`src/b32e_pkg.sv`:
```
// ----------------------------------------------------------------------------
// b32e_pkg
// Shared types, constants and the symbol mapping of the base32 byte encoder.
// ----------------------------------------------------------------------------
`default_nettype none

package b32e_pkg;

  localparam int unsigned SymW     = 5;
  localparam int unsigned AsciiW   = 7;
  localparam int unsigned MaxSyms  = 3;
  localparam int unsigned QueueDepth = 2;
  localparam int unsigned QueuePtrW  = $clog2(QueueDepth);
  localparam int unsigned QueueCntW  = $clog2(QueueDepth + 1);

  localparam logic [AsciiW-1:0] AsciiUpperA = 7'h41;
  localparam logic [AsciiW-1:0] AsciiDigit2 = 7'h32;
  localparam logic [SymW-1:0]   LetterCount = 5'd26;

  // One decoded byte: up to three 5-bit symbol indices, in emission order.
  typedef struct packed {
    logic [MaxSyms-1:0][SymW-1:0] idx;
    logic [1:0]                   num;
    logic                         msg_last;
  } job_t;

  function automatic logic [AsciiW-1:0] sym_to_ascii(input logic [SymW-1:0] idx);
    logic [AsciiW-1:0] res;
    if (idx < LetterCount) begin
      res = AsciiUpperA + {2'b00, idx};
    end else begin
      res = AsciiDigit2 + {2'b00, idx - LetterCount};
    end
    return res;
  endfunction

endpackage

`default_nettype wire

```
`src/b32e_front.sv`:
```
// ----------------------------------------------------------------------------
// b32e_front
// Accepts bytes, merges them with the pending bits and splits them into jobs.
// ----------------------------------------------------------------------------
`default_nettype none

module b32e_front (
  input  wire logic           clk_i,
  input  wire logic           rst_ni,
  input  wire logic           in_valid_i,
  output logic                in_ready_o,
  input  wire logic [7:0]     in_byte_i,
  input  wire logic           in_last_i,
  input  wire logic           q_full_i,
  output logic                q_push_o,
  output b32e_pkg::job_t      q_job_o
);

  logic [3:0]  acc_q, acc_d;
  logic [2:0]  cnt_q, cnt_d;
  logic [11:0] word;
  logic [3:0]  total;
  logic        two_full;
  logic [2:0]  rem;
  logic [3:0]  rem_mask;
  logic [3:0]  left;
  logic [b32e_pkg::SymW-1:0] sym0, sym1, pad;
  logic        fire;

  assign in_ready_o = !q_full_i;
  assign fire       = in_valid_i && !q_full_i;
  assign q_push_o   = fire;

  always_comb begin
    word     = {acc_q, in_byte_i} & {4'((5'd1 << cnt_q) - 5'd1), 8'hff};
    total    = 4'd8 + {1'b0, cnt_q};
    two_full = (total >= 4'd10);
    sym0     = 5'(word >> (total - 4'd5));
    sym1     = 5'(word >> (total - 4'd10));
    rem      = two_full ? 3'(total - 4'd10) : 3'(total - 4'd5);
    rem_mask = 4'((5'd1 << rem) - 5'd1);
    left     = word[3:0] & rem_mask;
    pad      = 5'({1'b0, left} << (3'd5 - rem));

    q_job_o          = '0;
    q_job_o.msg_last = in_last_i;
    q_job_o.idx[0]   = sym0;
    if (two_full) begin
      q_job_o.idx[1] = sym1;
      q_job_o.idx[2] = pad;
      q_job_o.num    = (in_last_i && (rem != 3'd0)) ? 2'd3 : 2'd2;
    end else begin
      q_job_o.idx[1] = pad;
      q_job_o.idx[2] = pad;
      q_job_o.num    = (in_last_i && (rem != 3'd0)) ? 2'd2 : 2'd1;
    end

    acc_d = acc_q;
    cnt_d = cnt_q;
    if (fire) begin
      acc_d = in_last_i ? 4'd0 : left;
      cnt_d = in_last_i ? 3'd0 : rem;
    end
  end

  always_ff @(posedge clk_i or negedge rst_ni) begin
    if (!rst_ni) begin
      acc_q <= '0;
      cnt_q <= '0;
    end else begin
      acc_q <= acc_d;
      cnt_q <= cnt_d;
    end
  end

`ifndef SYNTHESIS
  a_cnt_range: assert property (@(posedge clk_i) disable iff (!rst_ni) cnt_q <= 3'd4)
    else $error("pending bit count out of range");
  a_last_clears: assert property (@(posedge clk_i) disable iff (!rst_ni)
    fire && in_last_i |=> cnt_q == 3'd0)
    else $error("state not cleared after message end");
`endif

endmodule

`default_nettype wire

```
`src/b32e_queue.sv`:
```
// ----------------------------------------------------------------------------
// b32e_queue
// Short job queue that decouples the byte front end from the symbol back end.
// ----------------------------------------------------------------------------
`default_nettype none

module b32e_queue (
  input  wire logic           clk_i,
  input  wire logic           rst_ni,
  input  wire logic           push_i,
  input  wire b32e_pkg::job_t push_job_i,
  output logic                full_o,
  input  wire logic           pop_i,
  output logic                nonempty_o,
  output b32e_pkg::job_t      pop_job_o
);

  b32e_pkg::job_t mem_q [b32e_pkg::QueueDepth];
  logic [b32e_pkg::QueuePtrW-1:0] wr_ptr_q, rd_ptr_q;
  logic [b32e_pkg::QueueCntW-1:0] cnt_q, cnt_d;

  assign full_o     = (cnt_q == b32e_pkg::QueueCntW'(b32e_pkg::QueueDepth));
  assign nonempty_o = (cnt_q != '0);
  assign pop_job_o  = mem_q[rd_ptr_q];

  always_comb begin
    cnt_d = cnt_q;
    if (push_i && !pop_i) begin
      cnt_d = cnt_q + 1'b1;
    end else if (pop_i && !push_i) begin
      cnt_d = cnt_q - 1'b1;
    end
  end

  always_ff @(posedge clk_i) begin
    if (push_i) begin
      mem_q[wr_ptr_q] <= push_job_i;
    end
  end

  always_ff @(posedge clk_i or negedge rst_ni) begin
    if (!rst_ni) begin
      wr_ptr_q <= '0;
      rd_ptr_q <= '0;
      cnt_q    <= '0;
    end else begin
      cnt_q <= cnt_d;
      if (push_i) begin
        wr_ptr_q <= (wr_ptr_q == b32e_pkg::QueuePtrW'(b32e_pkg::QueueDepth - 1)) ?
                    '0 : wr_ptr_q + 1'b1;
      end
      if (pop_i) begin
        rd_ptr_q <= (rd_ptr_q == b32e_pkg::QueuePtrW'(b32e_pkg::QueueDepth - 1)) ?
                    '0 : rd_ptr_q + 1'b1;
      end
    end
  end

endmodule

`default_nettype wire

```
`src/b32e_back.sv`:
```
// ----------------------------------------------------------------------------
// b32e_back
// Takes jobs from the queue; one base32 character per cycle unless stalled.
// ----------------------------------------------------------------------------
`default_nettype none

module b32e_back (
  input  wire logic                          clk_i,
  input  wire logic                          rst_ni,
  input  wire logic                          q_nonempty_i,
  input  wire b32e_pkg::job_t                q_job_i,
  output logic                               q_pop_o,
  output logic                               out_valid_o,
  input  wire logic                          out_ready_i,
  output logic [b32e_pkg::AsciiW-1:0]        out_symbol_o,
  output logic                               out_run_end_o,
  output logic                               out_msg_end_o
);

  b32e_pkg::job_t job_q;
  logic           job_valid_q;
  logic [1:0]     pos_q;
  logic           advance;
  logic           last_pos;
  logic           emit;

  logic                        out_valid_q;
  logic [b32e_pkg::AsciiW-1:0] out_symbol_q;
  logic                        out_rend_q, out_mend_q;

  assign advance  = !out_valid_q || out_ready_i;
  assign last_pos = (pos_q == job_q.num - 2'd1);
  assign emit     = advance && job_valid_q;
  assign q_pop_o  = q_nonempty_i && (!job_valid_q || (emit && last_pos));

  assign out_valid_o   = out_valid_q;
  assign out_symbol_o  = out_symbol_q;
  assign out_run_end_o = out_rend_q;
  assign out_msg_end_o = out_mend_q;

  always_ff @(posedge clk_i) begin
    if (q_pop_o) begin
      job_q <= q_job_i;
    end
    if (emit) begin
      out_symbol_q <= b32e_pkg::sym_to_ascii(job_q.idx[pos_q]);
      out_rend_q   <= last_pos;
      out_mend_q   <= last_pos && job_q.msg_last;
    end
  end

  always_ff @(posedge clk_i or negedge rst_ni) begin
    if (!rst_ni) begin
      job_valid_q <= 1'b0;
      pos_q       <= '0;
      out_valid_q <= 1'b0;
    end else begin
      if (advance) begin
        out_valid_q <= job_valid_q;
      end
      if (q_pop_o) begin
        job_valid_q <= 1'b1;
        pos_q       <= '0;
      end else if (emit) begin
        if (last_pos) begin
          job_valid_q <= 1'b0;
          pos_q       <= '0;
        end else begin
          pos_q <= pos_q + 2'd1;
        end
      end
    end
  end

`ifndef SYNTHESIS
  a_job_nonzero: assert property (@(posedge clk_i) disable iff (!rst_ni)
    job_valid_q |-> job_q.num != 2'd0)
    else $error("job without characters");
  a_pos_bound: assert property (@(posedge clk_i) disable iff (!rst_ni)
    job_valid_q |-> pos_q < job_q.num)
    else $error("character position past end of job");
  a_mend_rend: assert property (@(posedge clk_i) disable iff (!rst_ni)
    out_valid_q && out_mend_q |-> out_rend_q)
    else $error("message end without run end");
`endif

endmodule

`default_nettype wire

```
`src/base32_byte_encoder_core.sv`:
```
// ----------------------------------------------------------------------------
// base32_byte_encoder_core
// Unpadded base32 encoder: bytes in, ASCII characters A-Z and 2-7 out.
// ----------------------------------------------------------------------------
//  Channel  | Direction | tdata              | tlast        | tuser
//  s_axis   | in        | [7:0] data_byte    | end_of_msg   | -
//  m_axis   | out       | [6:0] symbol, [7]0 | message_end  | run_end
//
//  Each byte yields one to three characters, one character per cycle while
//  the output is not stalled. The first character of a byte is offered only
//  after it has passed the job queue, the back end's job register and its
//  output register. A two-entry job queue lets the input side keep taking
//  bytes while the output is stalled, until the queue is full. Reset clears
//  the pending bits, the queue and the output.
// ----------------------------------------------------------------------------
`default_nettype none

module base32_byte_encoder_core (
  input  wire logic       clk_i,
  input  wire logic       rst_ni,
  input  wire logic       s_axis_tvalid,
  output logic            s_axis_tready,
  input  wire logic [7:0] s_axis_tdata,   // [7:0] data_byte
  input  wire logic       s_axis_tlast,
  output logic            m_axis_tvalid,
  input  wire logic       m_axis_tready,
  output logic [7:0]      m_axis_tdata,   // [6:0] symbol, [7] zero
  output logic            m_axis_tlast,
  output logic            m_axis_tuser    // [0] run_end
);

  b32e_pkg::job_t push_job, pop_job;
  logic push, pop, full, nonempty;
  logic [b32e_pkg::AsciiW-1:0] symbol;

  b32e_front u_front (
    .clk_i      (clk_i),
    .rst_ni     (rst_ni),
    .in_valid_i (s_axis_tvalid),
    .in_ready_o (s_axis_tready),
    .in_byte_i  (s_axis_tdata),
    .in_last_i  (s_axis_tlast),
    .q_full_i   (full),
    .q_push_o   (push),
    .q_job_o    (push_job)
  );

  b32e_queue u_queue (
    .clk_i      (clk_i),
    .rst_ni     (rst_ni),
    .push_i     (push),
    .push_job_i (push_job),
    .full_o     (full),
    .pop_i      (pop),
    .nonempty_o (nonempty),
    .pop_job_o  (pop_job)
  );

  b32e_back u_back (
    .clk_i         (clk_i),
    .rst_ni        (rst_ni),
    .q_nonempty_i  (nonempty),
    .q_job_i       (pop_job),
    .q_pop_o       (pop),
    .out_valid_o   (m_axis_tvalid),
    .out_ready_i   (m_axis_tready),
    .out_symbol_o  (symbol),
    .out_run_end_o (m_axis_tuser),
    .out_msg_end_o (m_axis_tlast)
  );

  assign m_axis_tdata = {1'b0, symbol};

endmodule

`default_nettype wire
```
`config.mk`:
```
export PLATFORM = sky130hd
export DESIGN_NAME = base32_byte_encoder_core
export DESIGN_NICKNAME = d
export VERILOG_FILES = /design/src/b32e_pkg.sv /design/src/b32e_front.sv /design/src/b32e_queue.sv /design/src/b32e_back.sv /design/src/base32_byte_encoder_core.sv
export SDC_FILE = /design/constraint.sdc
export NUM_CORES = 1
export LEC_CHECK = 0
export BUFFER_PORTS_ARGS = -buffer_cell sky130_fd_sc_hd__buf_2
export CORE_MARGIN = 8
export CORE_UTILIZATION = 66
export CTS_CLUSTER_DIAMETER = 40
export DETAILED_ROUTE_END_ITERATION = 12
export PLACE_DENSITY = 0.85
export SYNTH_ARGS = -nofsm -noshare
export SYNTH_HDL_FRONTEND = slang
export SYNTH_HIERARCHICAL = 1
export SYNTH_SLANG_ARGS = --single-unit
```
`constraint.sdc`:
```
create_clock -name clk_i -period 5.6 [get_ports clk_i]
set_clock_uncertainty 0.1 [all_clocks]
set_input_delay 0 -clock clk_i [delete_from_list [all_inputs] [get_ports clk_i]]
set_output_delay 0 -clock clk_i [all_outputs]
set_load 0.03 [all_outputs]
```
==> results of run 1 <==
==> per-layer routing <==
metal  share of wire  wire length [um]  GRT usage
met3           0.050               478     0.0454
met5               0                 0          0
met4           0.033               317      0.108
met1            0.42              4020      0.245
met2            0.49              4670      0.332
==> sequential cells by signal, indices dropped and copies added (netlist names), 2 cells and up <==
| signal | count |
|---|---|
| u_back/job_q | 18 |
| u_back/out_symbol_o | 7 |
| u_back/pos_q | 2 |
| u_front/acc_q | 4 |
| u_front/cnt_q | 3 |
| u_queue/cnt_q | 2 |
| u_queue/mem_q | 36 |
==> critical path: stages (launching register included) <==
cell	delay, ns
dfrtp_1	0.78
clkinv_1	0.52
ha_1	0.62
nor2b_1	0.26
a31oi_1	0.09
o211ai_2	0.24
nand2_1	0.19
ha_1	0.26
and2_1	0.17
mux2i_2	0.21
o22ai_2	0.14
a311o_1	0.39
==> worst max-delay path by stage <==
stage / end / slack [ns]
after floorplan: u_queue/mem_q[0][11]$_DFFE_PP_ / 2.32
after global placement: u_queue/mem_q[0][11]$_DFFE_PP_ / 1.64
after detailed placement: u_queue/mem_q[1][10]$_DFFE_PP_ / 1.48
after CTS: u_queue/mem_q[1][10]$_DFFE_PP_ / 1.45
after global routing: u_queue/mem_q[0][11]$_DFFE_PP_ / 1.13
final: u_queue/mem_q[0][10]$_DFFE_PP_ / 1.37
==> synth_stat cells, drive strengths merged, types with 2 or more instances <==
library cell / count / share of area
a21boi: 4 / 0.0065
a21o: 3 / 0.0049
a21oi: 15 / 0.020
a221oi: 2 / 0.0038
a22o: 4 / 0.0079
a22oi: 2 / 0.0033
a31oi: 4 / 0.0054
and2: 7 / 0.0095
and3: 5 / 0.0079
buf: 16 / 0.027
clkbuf: 6 / 0.0049
dfrtp: 15 / 0.082
edfxtp: 63 / 0.41
ha: 16 / 0.044
inv: 11 / 0.0090
mux2: 20 / 0.057
mux2i: 16 / 0.036
mux4: 6 / 0.029
nand2: 36 / 0.031
nand2b: 15 / 0.022
nand3: 12 / 0.014
nor2: 17 / 0.016
nor2b: 9 / 0.014
nor3: 4 / 0.0044
nor3b: 2 / 0.0033
o211ai: 9 / 0.016
o21ai: 21 / 0.024
o22ai: 3 / 0.0054
o2bb2ai: 5 / 0.012
o31ai: 3 / 0.0049
or2: 4 / 0.0060
xnor2: 8 / 0.019
xor2: 8 / 0.015
==> stage by stage <==
step                cell area [um2]  instances  hold slack (ns)
floorplan                      4600        385           -0.396
global placement               4680        468           -0.173
detailed placement             4680        468           -0.167
CTS                            4990        491           0.0456
global route                   4990        491           0.0814
finish                         4990        491           0.0685
==> power groups by stage <==
stage	logic (mW)	clock network [mW]	registers [mW]
after CTS	1.71	0.510	1.22
after detailed placement	1.69	0	1.22
after floorplan	1.43	0	1.16
final	1.73	0.503	1.22
after global placement	1.63	0	1.21
after global routing	1.88	0.535	1.25
==> what timing repair did <==
| action | CTS | global route |
|---|---|---|
| hold endpoints to repair | 24 | 0 |
| gates resized for setup | 0 | 0 |
| setup endpoints to repair | 0 | 0 |
| hold buffers | 7 | 0 |
==> kinds of logic after synthesis <==
family,synth area share
compound gates,0.128
xor+xnor,0.0346
fa+ha+maj,0.0435
buf+inv,0.0414
flops,0.493
mux,0.122
other cells,0.000816
simple gates,0.136
==> final cells by class <==
class                      instances  area share
timing repair buffer              32      0.0401
sequential                        78       0.454
clock buffer                      10      0.0256
clock inverter                     6      0.0221
tap                               80      0.0201
inverter                          12     0.00903
multi-input combinational        273       0.429
==> reports/qor.yml, run 1 <==
outcome:
  status: "finished, final reports clean"
finish:
  final_common_cell: "edfxtp_1"
  drive_gt1_frac: 0.214
  final_cell_mix: "63 x edfxtp_1, 35 x nand2_1, 23 x buf_2"
  syn2layout_area_growth_pct: 8.55
  nets: 435
  n_antenna_cell: 0
  seq_area_um2: 2270
  fillers: 455
  multi_input_area_um2: 2140
  utilization: 0.739
routing:
  firstDrtPassIters: 5
  drc_errors: 0
  drtIter0Drc: 190
  vias: 3082
  finalWirelength_mm: 9.48
  wire_per_inst_um: 19.3
  final_antenna_net_count: 0
  vias_per_cell: 6.28
min_path:
  holdPathStages: 3
  hp-class: "input port to flip-flop"
  min_to: "u_queue/mem_q[0][17]$_DFFE_PP_"
  min_from: "s_axis_tdata[3]"
synth:
  synthesis.instances: 385
  synthArstFlopShare: 0.192
  synth_edf_count: 63
  ys_seq_area_frac: 0.493
  syn-cell-area_um2: 4600
  synth_cell_type_count: 71
  synth_nets: 414
  ys.flop_type: "edfxtp_1"
  synth_warnings: 6
  synth.ff_latch_count: 78
  postSynthAreaPerCell_um2: 11.9
global_route:
  grt_pass1_wl_mm: 15.6
  grt_max_degree: 37
  antenna_found_initial: 0
  gr-total-overflow: 0
  grt_pass1_vias: 3048
  grt_usage: 0.203
power:
  ir_worst_vdd_uv: 428
  sw_frac_of_total: 0.408
  clockPowerShare: 0.146
  p_leak_nw: 1.91
  internal-power_mw: 2.04
  power_mw: 3.45
  p_switching_mw: 1.41
  pwr-share-comb: 0.500
  power_frac_seq: 0.354
  powerDensity_nw_per_um2: 691
clock_network:
  clkTransAtPathRegs_ns: 0.08
  cts_buffers: 9
  cts_setup_buffers: 0
  cts-root-buf: "clkbuf_8"
  clk_latency_ns: 0.35
  tritoncts: "built"
  cts_num_sinks: 78
  clockBufferDepth: 2
  htree_levels: 3
worst_setup_path:
  cp_data_required_time_ns: 5.60
  startpoint: "u_front/cnt_q[1]$_DFFE_PN0P_"
  crit_path_max_fanout: 19
  r2r_start: "u_front/cnt_q[1]$_DFFE_PN0P_"
  r2r_end: "u_queue/mem_q[0][10]$_DFFE_PP_"
  critPathCaptureType: "flip-flop"
  worst_r2r_path_depth: 11
  worstSetupStartpointType: "flip-flop"
  r2r_slack_ns: 1.37
  criticalPathCategory: "flip-flop to flip-flop"
  cp.arrival_ns: 4.22
timing:
  relSlewSlack: 0.202
  setup_ws_ns: 1.37
  fmax_mhz: 237
  tightest_slew_ns: 1.20
  hold_viol_final: 0
  setup_viol: 0
  maxSlewViolCount: 0
  fin_crit_ns: 4.23
  finalSetupTns_ns: 0
  rsz0062_at_grt: "no"
  fin_crit_sh: 0.755
floorplan:
  ios: 25
  core_um2: 6760
  rows: 30
  fp.dieH_um: 99.5
  die-area_um2: 9890
  die_x_um: 99.5
  start_util: 0.680
place:
  numPortBuffers: 23
  gp_congestion: 0.969
  place_ws_ns: 1.48
  dp_hpwl_mm: 6.52
run:
  max_cap_viol_count: 0
(Power assumes the default switching activity.)
==> run 2, diff against run 1 <==
ABC_AREA = 1   (was unset)
CORE_UTILIZATION = 55   (was 66)
PLACE_DENSITY = 0.76   (was 0.85)
clock period = 3.4 ns   (was 5.6 ns; I/O delays follow)
==> run 2 against run 1 <==
Final area rose by 0.55%. Combinational power grew 64%. Non-clock buffer count rose by 7. Largest power group unchanged. Via count increased by 7.4%. Fmax up 43%. Utilization decreased by 12 points. Worst setup slack got worse by 0.92 ns. Critical path depth increased by 2.
==> reports/qor.yml, run 2 <==
synth:
  synth_top_family_by_area: "simple AND/OR/NAND/NOR gates"
  synth.ff_latch_count: 78  # unchanged
  syn-cell-area_um2: 4500  # -2.2%
  synthesis.instances: 476  # +24%
  netlist.area_leader.share: 0.421  # +0.00928
  postSynthAreaPerCell_um2: 9.44  # -21%
  ys.flop_type: "edfxtp_1"
  ys_seq_area_frac: 0.504  # +0.0111
  yosys.area_share.simple: 0.208  # +0.0715
  synthMostInstantiatedCell: "nand2_1"
  synth_mux_area_frac: 0.0526  # -0.0696
  synthTopCellsByArea: "edfxtp_1 42%, nand2_1 9.9%, dfrtp_1 8.3%, inv_1 4.6%, ha_1 4.5%"
  synthXorXnorAreaFrac: 0.0117  # -0.0229
  synth_cell_type_count: 43  # -39%
  synth_compound_area_frac: 0.0985  # -0.0294
  synth_warnings: 6  # unchanged
  synth_edf_count: 63  # unchanged
  synthArstFlopShare: 0.192  # unchanged
  synth_nets: 505  # +22%
  yosys-top-cells-count: "118 x nand2_1, 63 x edfxtp_1, 55 x inv_1"
  synth_top_area_cell: "edfxtp_1"
  synth-adder-area-share: 0.0445  # +0.000982
worst_setup_path:
  startpoint: "u_front/cnt_q[1]$_DFFE_PN0P_"
  criticalPathCategory: "flip-flop to flip-flop"
  r2r_start: "u_front/cnt_q[1]$_DFFE_PN0P_"
  cp.arrival_ns: 3.05  # -1.17 ns
  cp_data_required_time_ns: 3.50  # -2.10 ns
  crit_path_max_fanout: 14  # -5
  critPathCaptureType: "flip-flop"
  worstSetupStartpointType: "flip-flop"
power:
  sw_frac_of_total: 0.443  # +0.0356
  power_frac_seq: 0.351  # -0.003
  internal-power_mw: 3.01  # +47%
  p_switching_mw: 2.40  # +70%
  clockPowerShare: 0.125  # -0.021
  p_leak_nw: 2.24  # +17%
  ir_worst_vdd_uv: 548  # +28%
  powerDensity_nw_per_um2: 1080  # +56%
  pwr-share-comb: 0.525  # +0.025
  power_mw: 5.40  # +57%
timing:
  finalSetupTns_ns: 0  # unchanged
  fin_crit_ns: 2.95  # -1.28 ns
  rsz0062_at_grt: "no"
  maxSlewViolCount: 0  # unchanged
  fmax_mhz: 339  # +43%
  tightest_slew_ns: 0.924  # -0.273 ns
  relSlewSlack: 0.384  # +0.182
  setup_viol: 0  # unchanged
  whs_ns: 0.0594  # -0.00906 ns
  hold_viol_final: 0  # unchanged
  fin_crit_sh: 0.867  # +0.112
routing:
  drtIter0Drc: 163  # -14%
  finalWirelength_mm: 8.65  # -8.8%
  vias_per_cell: 5.30  # -16%
  vias: 3311  # +7.4%
  drc_errors: 0  # unchanged
  firstDrtPassIters: 5  # unchanged
  final_antenna_net_count: 0  # unchanged
  wire_per_inst_um: 13.8  # -28%
global_route:
  grt_pass1_wl_mm: 14.6  # -6.2%
  antenna_found_initial: 0  # unchanged
  grt_pass1_vias: 3237  # +6.2%
  grt_usage: 0.160  # -0.0434
  grt_max_degree: 25  # -32%
  gr-total-overflow: 0  # unchanged
outcome:
  status: "finished, final reports clean"
finish:
  nets: 544  # +25%
  final_common_cell: "nand2_1"
  final_cell_mix: "118 x nand2_1, 63 x edfxtp_1, 55 x inv_1"
  seq_area_um2: 2270  # unchanged
  final_cell_area_um2: 5020  # +0.55%
  fillers: 678  # +49%
  largest_reg_flops: 36  # unchanged
  n_antenna_cell: 0  # unchanged
  multi_input_area_um2: 1870  # -12%
  drive_gt1_frac: 0.198  # -0.0160
  stdcell_count: 625  # +27%
  largest_register: "u_queue/mem_q"
  syn2layout_area_growth_pct: 11.6
place:
  place_area_um2: 4720  # +0.75%
  placed_cells: 599  # +28%
  gp_congestion: 0.957  # -1.2%
  numPortBuffers: 23  # unchanged
  dp_hpwl_mm: 6.46  # -1.0%
floorplan:
  start_util: 0.558  # -0.122
  rows: 33  # +10%
  core_um2: 8050  # +19%
  fp.dieH_um: 106  # +7.0%
  die-area_um2: 11300  # +14%
  die_x_um: 106  # +7.0%
  ios: 25  # unchanged
clock_network:
  clockBufferDepth: 2  # unchanged
  cts_num_sinks: 78  # unchanged
  cts_setup_buffers: 0  # unchanged
  htree_levels: 3  # unchanged
  cts-root-buf: "clkbuf_8"
  clk_latency_ns: 0.35  # about the same
  cts_resized: 0  # unchanged
  cts_buffers: 9  # unchanged
  hold_buffers: 10  # +3
  tritoncts: "built"
  clkTransAtPathRegs_ns: 0.10  # +0.02 ns
run:
  max_cap_viol_count: 0  # unchanged
min_path:
  hp-class: "input port to flip-flop"
  min_from: "s_axis_tdata[1]"
-- run 2: cell types whose count changed after synthesis, moves of 7 or more --
cell / change
nand2_2: +12
inv_1: +46
nand2b_1: -14
and2_1: -7
nand3_1: +16
nor2b_1: -8
o21ai_0: +20
mux2i_1: -15
nand2_1: +83
nand4_1: +7
nor2_1: +8
-- run 2: final timing paths --
check / to / slack, ns / depth (start not counted)
max in group asynchronous: u_front/acc_q[1]$_DFFE_PN0P_ / 2.07 / 3
worst min register to register: u_queue/cnt_q[1]$_DFFE_PN0P_ / 0.40 / 2
worst min-delay path: u_front/acc_q[1]$_DFFE_PN0P_ / 0.06 / 4
worst max register to register: u_queue/mem_q[0][10]$_DFFE_PP_ / 0.45 / 13
min in group asynchronous: u_queue/rd_ptr_q$_DFFE_PN0P_ / 0.66 / 3
worst max-delay path: u_queue/mem_q[0][10]$_DFFE_PP_ / 0.45 / 13
-- run 2: per-layer routing --
metal | track usage | part of all wire | vias up
met5 | 0 | 0 | -
met4 | 0.0774 | 0.030 | 0
met3 | 0.0393 | 0.052 | 21
met2 | 0.280 | 0.50 | 100
met1 | 0.177 | 0.42 | 1511
li1 | - | - | 1679
-- run 2: cell families after synthesis --
| family | Yosys count |
|---|---|
| AO/OA/AOI/OAI | 76 |
| other | 1 |
| multiplexers | 18 |
| adder cells (fa/ha/maj) | 16 |
| XOR/XNOR | 6 |
| buffers and inverters | 76 |
| flip-flops | 78 |
| AND/OR/NAND/NOR | 205 |
-- run 2: power groups by stage --
stage	Clock (mW)	Sequential, mW	Combinational, mW
after global routing	0.729	1.94	3.18
after CTS	0.696	1.90	2.82
after floorplan	0	1.94	2.17
after global placement	0	1.89	2.73
after detailed placement	0	1.92	2.79
final	0.673	1.89	2.83
-- run 2: critical path, stage by stage (launching register included) --
cell	delay [ns]
dfrtp_1	0.42
bufinv_16	0.23
ha_1	0.30
inv_2	0.12
nor2_4	0.20
nand2_2	0.09
nand2_4	0.11
nand3_2	0.13
ha_1	0.31
nor2_1	0.20
o21ai_0	0.15
o22ai_1	0.25
nand2_1	0.10
nand3_1	0.10
-- run 2: metrics by stage --
stage                util  setup slack, ns
floorplan               -            0.222
global placement    0.586            0.641
detailed placement  0.586            0.525
CTS                 0.623            0.448
global route        0.623            0.237
finish              0.623            0.453
-- run 2: layout make-up --
type,instances,share of cell area
sequential,78,0.452
tap,105,0.0262
clock inverter,7,0.0152
inverter,65,0.0566
multi-input combinational,322,0.374
clock buffer,9,0.0247
timing repair buffer,39,0.0519
==> run 3, diff against run 2 <==
CORE_MARGIN = unset   (was 8)
SYNTH_HIERARCHICAL = unset   (was 1)
==> run 3 against run 2 <==
Die area is 26% lower. Clock-buffer cell count is 1 higher. Area after synthesis is 2.5% lower. First-iteration DRC count is 23% lower. Largest cell class unchanged. Highest routed layer unchanged.
==> reports/qor.yml, run 3 <==
worst_setup_path:
  crit_slowest_cell: "dlygate4sd3_1"
  criticalPathCategory: "flip-flop to flip-flop"
  critPathCaptureType: "flip-flop"
  crit_path_max_fanout: 10  # -4
  slowest_delay_ns: 0.56  # +0.14 ns
  cp_data_required_time_ns: 3.58  # +0.08 ns
  worstSetupStartpointType: "flip-flop"
  path_cells: "inv_2 > ha_1 > inv_2 > a21oi_4 > nand2_2 > nand2_2 > buf_4 > nand2_1 > ha_1 > inv_1 > nand2_1 > o21ai_0 > dlygate4sd3_1"
  cp.arrival_ns: 3.37  # +0.32 ns
synth:
  synth_warnings: 0  # -6
  netlist.area_leader.share: 0.432  # +0.0107
  yosys-top-cells-count: "153 x nand2_1, 63 x edfxtp_1, 41 x inv_1, 41 x o21ai_0, 35 x nor2_1"
  synth_edf_count: 63  # unchanged
  ys.flop_type: "edfxtp_1"
  synthMostInstantiatedCell: "nand2_1"
  postSynthAreaPerCell_um2: 8.87  # -6.0%
  syn-cell-area_um2: 4380  # -2.5%
  synthesis.instances: 494  # +3.8%
  synth_top_area_cell: "edfxtp_1"
  ys_seq_area_frac: 0.517  # +0.0128
  synth.ff_latch_count: 78  # unchanged
  synthArstFlopShare: 0.192  # unchanged
  synth_cell_type_count: 42  # -2.3%
  synthTopCellsByArea: "edfxtp_1 43%, nand2_1 13%, dfrtp_1 8.6%, o21ai_0 4.7%, ha_1 4.3%"
  synth_nets: 522  # +3.4%
place:
  numPortBuffers: 23  # unchanged
  dp_hpwl_mm: 6.76  # +4.8%
  gp_congestion: 0.963  # +0.60%
clock_network:
  cts_buffers: 9  # unchanged
  cts_setup_buffers: 0  # unchanged
  cts_num_sinks: 78  # unchanged
  cts-root-buf: "clkbuf_8"
  htree_levels: 3  # unchanged
  clk_latency_ns: 0.35  # about the same
  hold_buffers: 10  # unchanged
  clkTransAtPathRegs_ns: 0.08  # -0.02 ns
  clockBufferDepth: 2  # unchanged
  tritoncts: "built"
  cts_resized: 0  # unchanged
finish:
  nets: 559  # +2.8%
  fillers: 661  # -2.5%
  seq_area_um2: 2270  # unchanged
  final_common_cell: "nand2_1"
  drive_gt1_frac: 0.146  # -0.0523
  n_antenna_cell: 0  # unchanged
  largest_reg_flops: 36  # unchanged
  final_cell_mix: "153 x nand2_1, 63 x edfxtp_1, 41 x inv_1, 41 x o21ai_0, 35 x nor2_1"
  syn2layout_area_growth_pct: 10.9
  multi_input_area_um2: 1850  # -1.3%
  largest_register: "u_queue.mem_q"
timing:
  rsz0062_at_grt: "no"
  maxSlewViolCount: 0  # unchanged
  relSlewSlack: 0.549  # +0.165
  tightest_slew_ns: 0.674  # -0.250 ns
  fin_crit_sh: 0.938  # +0.0709
  finalSetupTns_ns: 0  # unchanged
  hold_viol_final: 0  # unchanged
  setup_viol: 0  # unchanged
  fin_crit_ns: 3.19  # +0.241 ns
  fmax_mhz: 314  # -7.6%
routing:
  drtIter0Drc: 125  # -23%
  final_antenna_net_count: 0  # unchanged
  drc_errors: 0  # unchanged
  vias: 3435  # +3.7%
  vias_per_cell: 5.39  # +1.8%
  wire_per_inst_um: 14.3  # +3.1%
  firstDrtPassIters: 4  # -1
  finalWirelength_mm: 9.09  # +5.1%
min_path:
  hp-class: "input port to flip-flop"
floorplan:
  start_util: 0.567  # +0.00900
  die_x_um: 91.3  # -14%
  rows: 32  # -3.0%
  die-area_um2: 8330  # -26%
  fp.dieH_um: 91.3  # -14%
  core_um2: 7730  # -4.0%
  ios: 25  # unchanged
global_route:
  antenna_found_initial: 0  # unchanged
  grt_pass1_vias: 3451  # +6.6%
  grt_max_degree: 27  # +8.0%
  grt_usage: 0.243  # +0.0835
  gr-total-overflow: 0  # unchanged
  grt_pass1_wl_mm: 15.7  # +7.7%
run:
  max_cap_viol_count: 0  # unchanged
outcome:
  status: "finished, final reports clean"
run 3: changes by cell type in the layout (fill, tap and decap cells not counted), sizes merged, moves of 3 or more:
cell	before	now
o21ai	40	46
nand2	136	167
buf	29	33
nor2	28	37
nand4	8	5
nand3	28	32
inv	67	46
mux2	18	0
run 3: critical path, delay by kind of cell (launching register included):
| kind | cells | cell delay [ns] |
|---|---|---|
| AO/OA/AOI/OAI | 2 | 0.40 |
| adder cells (fa/ha/maj) | 2 | 0.72 |
| flip-flops | 1 | 0.46 |
| AND/OR/NAND/NOR | 4 | 0.32 |
| buffers and inverters | 5 | 1.12 |
run 3: per-stage QoR:
stage	setup WS, ns	cells	hold slack [ns]	utilization	instance area [um2]
after detailed placement	0.413	612	-0.159	0.596	4610
after floorplan	0.337	494	-0.396	-	4380
after CTS	0.249	637	0.00532	0.629	4860
after global routing	0.0423	637	0.0807	0.629	4860
after global placement	0.498	612	-0.165	0.596	4610
final	0.211	637	0.00291	0.629	4860
run 3: routing by layer:
layer	vias up	share of wire	GRT usage	routed length, um
met2	87	0.51	0.422	4650
met5	-	0	0	0
li1	1718	-	-	-
met3	20	0.032	0.0335	289
met1	1610	0.43	0.292	3870
met4	0	0.031	0.131	285
run 3: cell families (layout without fill, tap and decap cells):
| logic type | Yosys count | in the layout | synth area share |
|---|---|---|---|
| adder cells (fa/ha/maj) | 15 | 15 | 0.0428 |
| buffers and inverters | 63 | 104 | 0.0616 |
| XOR/XNOR | 9 | 9 | 0.0180 |
| AND/OR/NAND/NOR | 246 | 246 | 0.249 |
| other | 1 | 1 | 0.000855 |
| AO/OA/AOI/OAI | 82 | 82 | 0.111 |
| flip-flops | 78 | 78 | 0.517 |
run 3: worst paths after layout:
| path | from | to | slack (ns) | cells past startpoint |
|---|---|---|---|---|
| worst max-delay path | u_front.cnt_q[2]$_DFFE_PN0P_ | u_front.acc_q[1]$_DFFE_PN0P_ | 0.21 | 13 |
| worst min-delay path | s_axis_tvalid | u_front.acc_q[2]$_DFFE_PN0P_ | 0.003 | 4 |
| worst max register to register | u_front.cnt_q[2]$_DFFE_PN0P_ | u_front.acc_q[1]$_DFFE_PN0P_ | 0.21 | 13 |
| worst min register to register | u_queue.mem_q[0][2]$_DFFE_PP_ | u_back.job_q[2]$_DFFE_PP_ | 0.41 | 2 |
| max in group asynchronous | rst_ni | u_front.cnt_q[2]$_DFFE_PN0P_ | 1.49 | 4 |
| min in group asynchronous | rst_ni | u_front.acc_q[1]$_DFFE_PN0P_ | 0.46 | 3 |
run 3: layout make-up:
cell class | count | share of cell area
inverters | 46 | 0.0355
flip-flops and latches | 78 | 0.466
multi-input cells | 353 | 0.381
repair buffers | 43 | 0.0597
well taps | 102 | 0.0262
clock buffers | 10 | 0.0262
clock inverters | 5 | 0.00540
Power of run 3 is left out: the tool's default activity adds up to more than one toggle a clock period on the data nets, which glitch-free logic cannot reach.
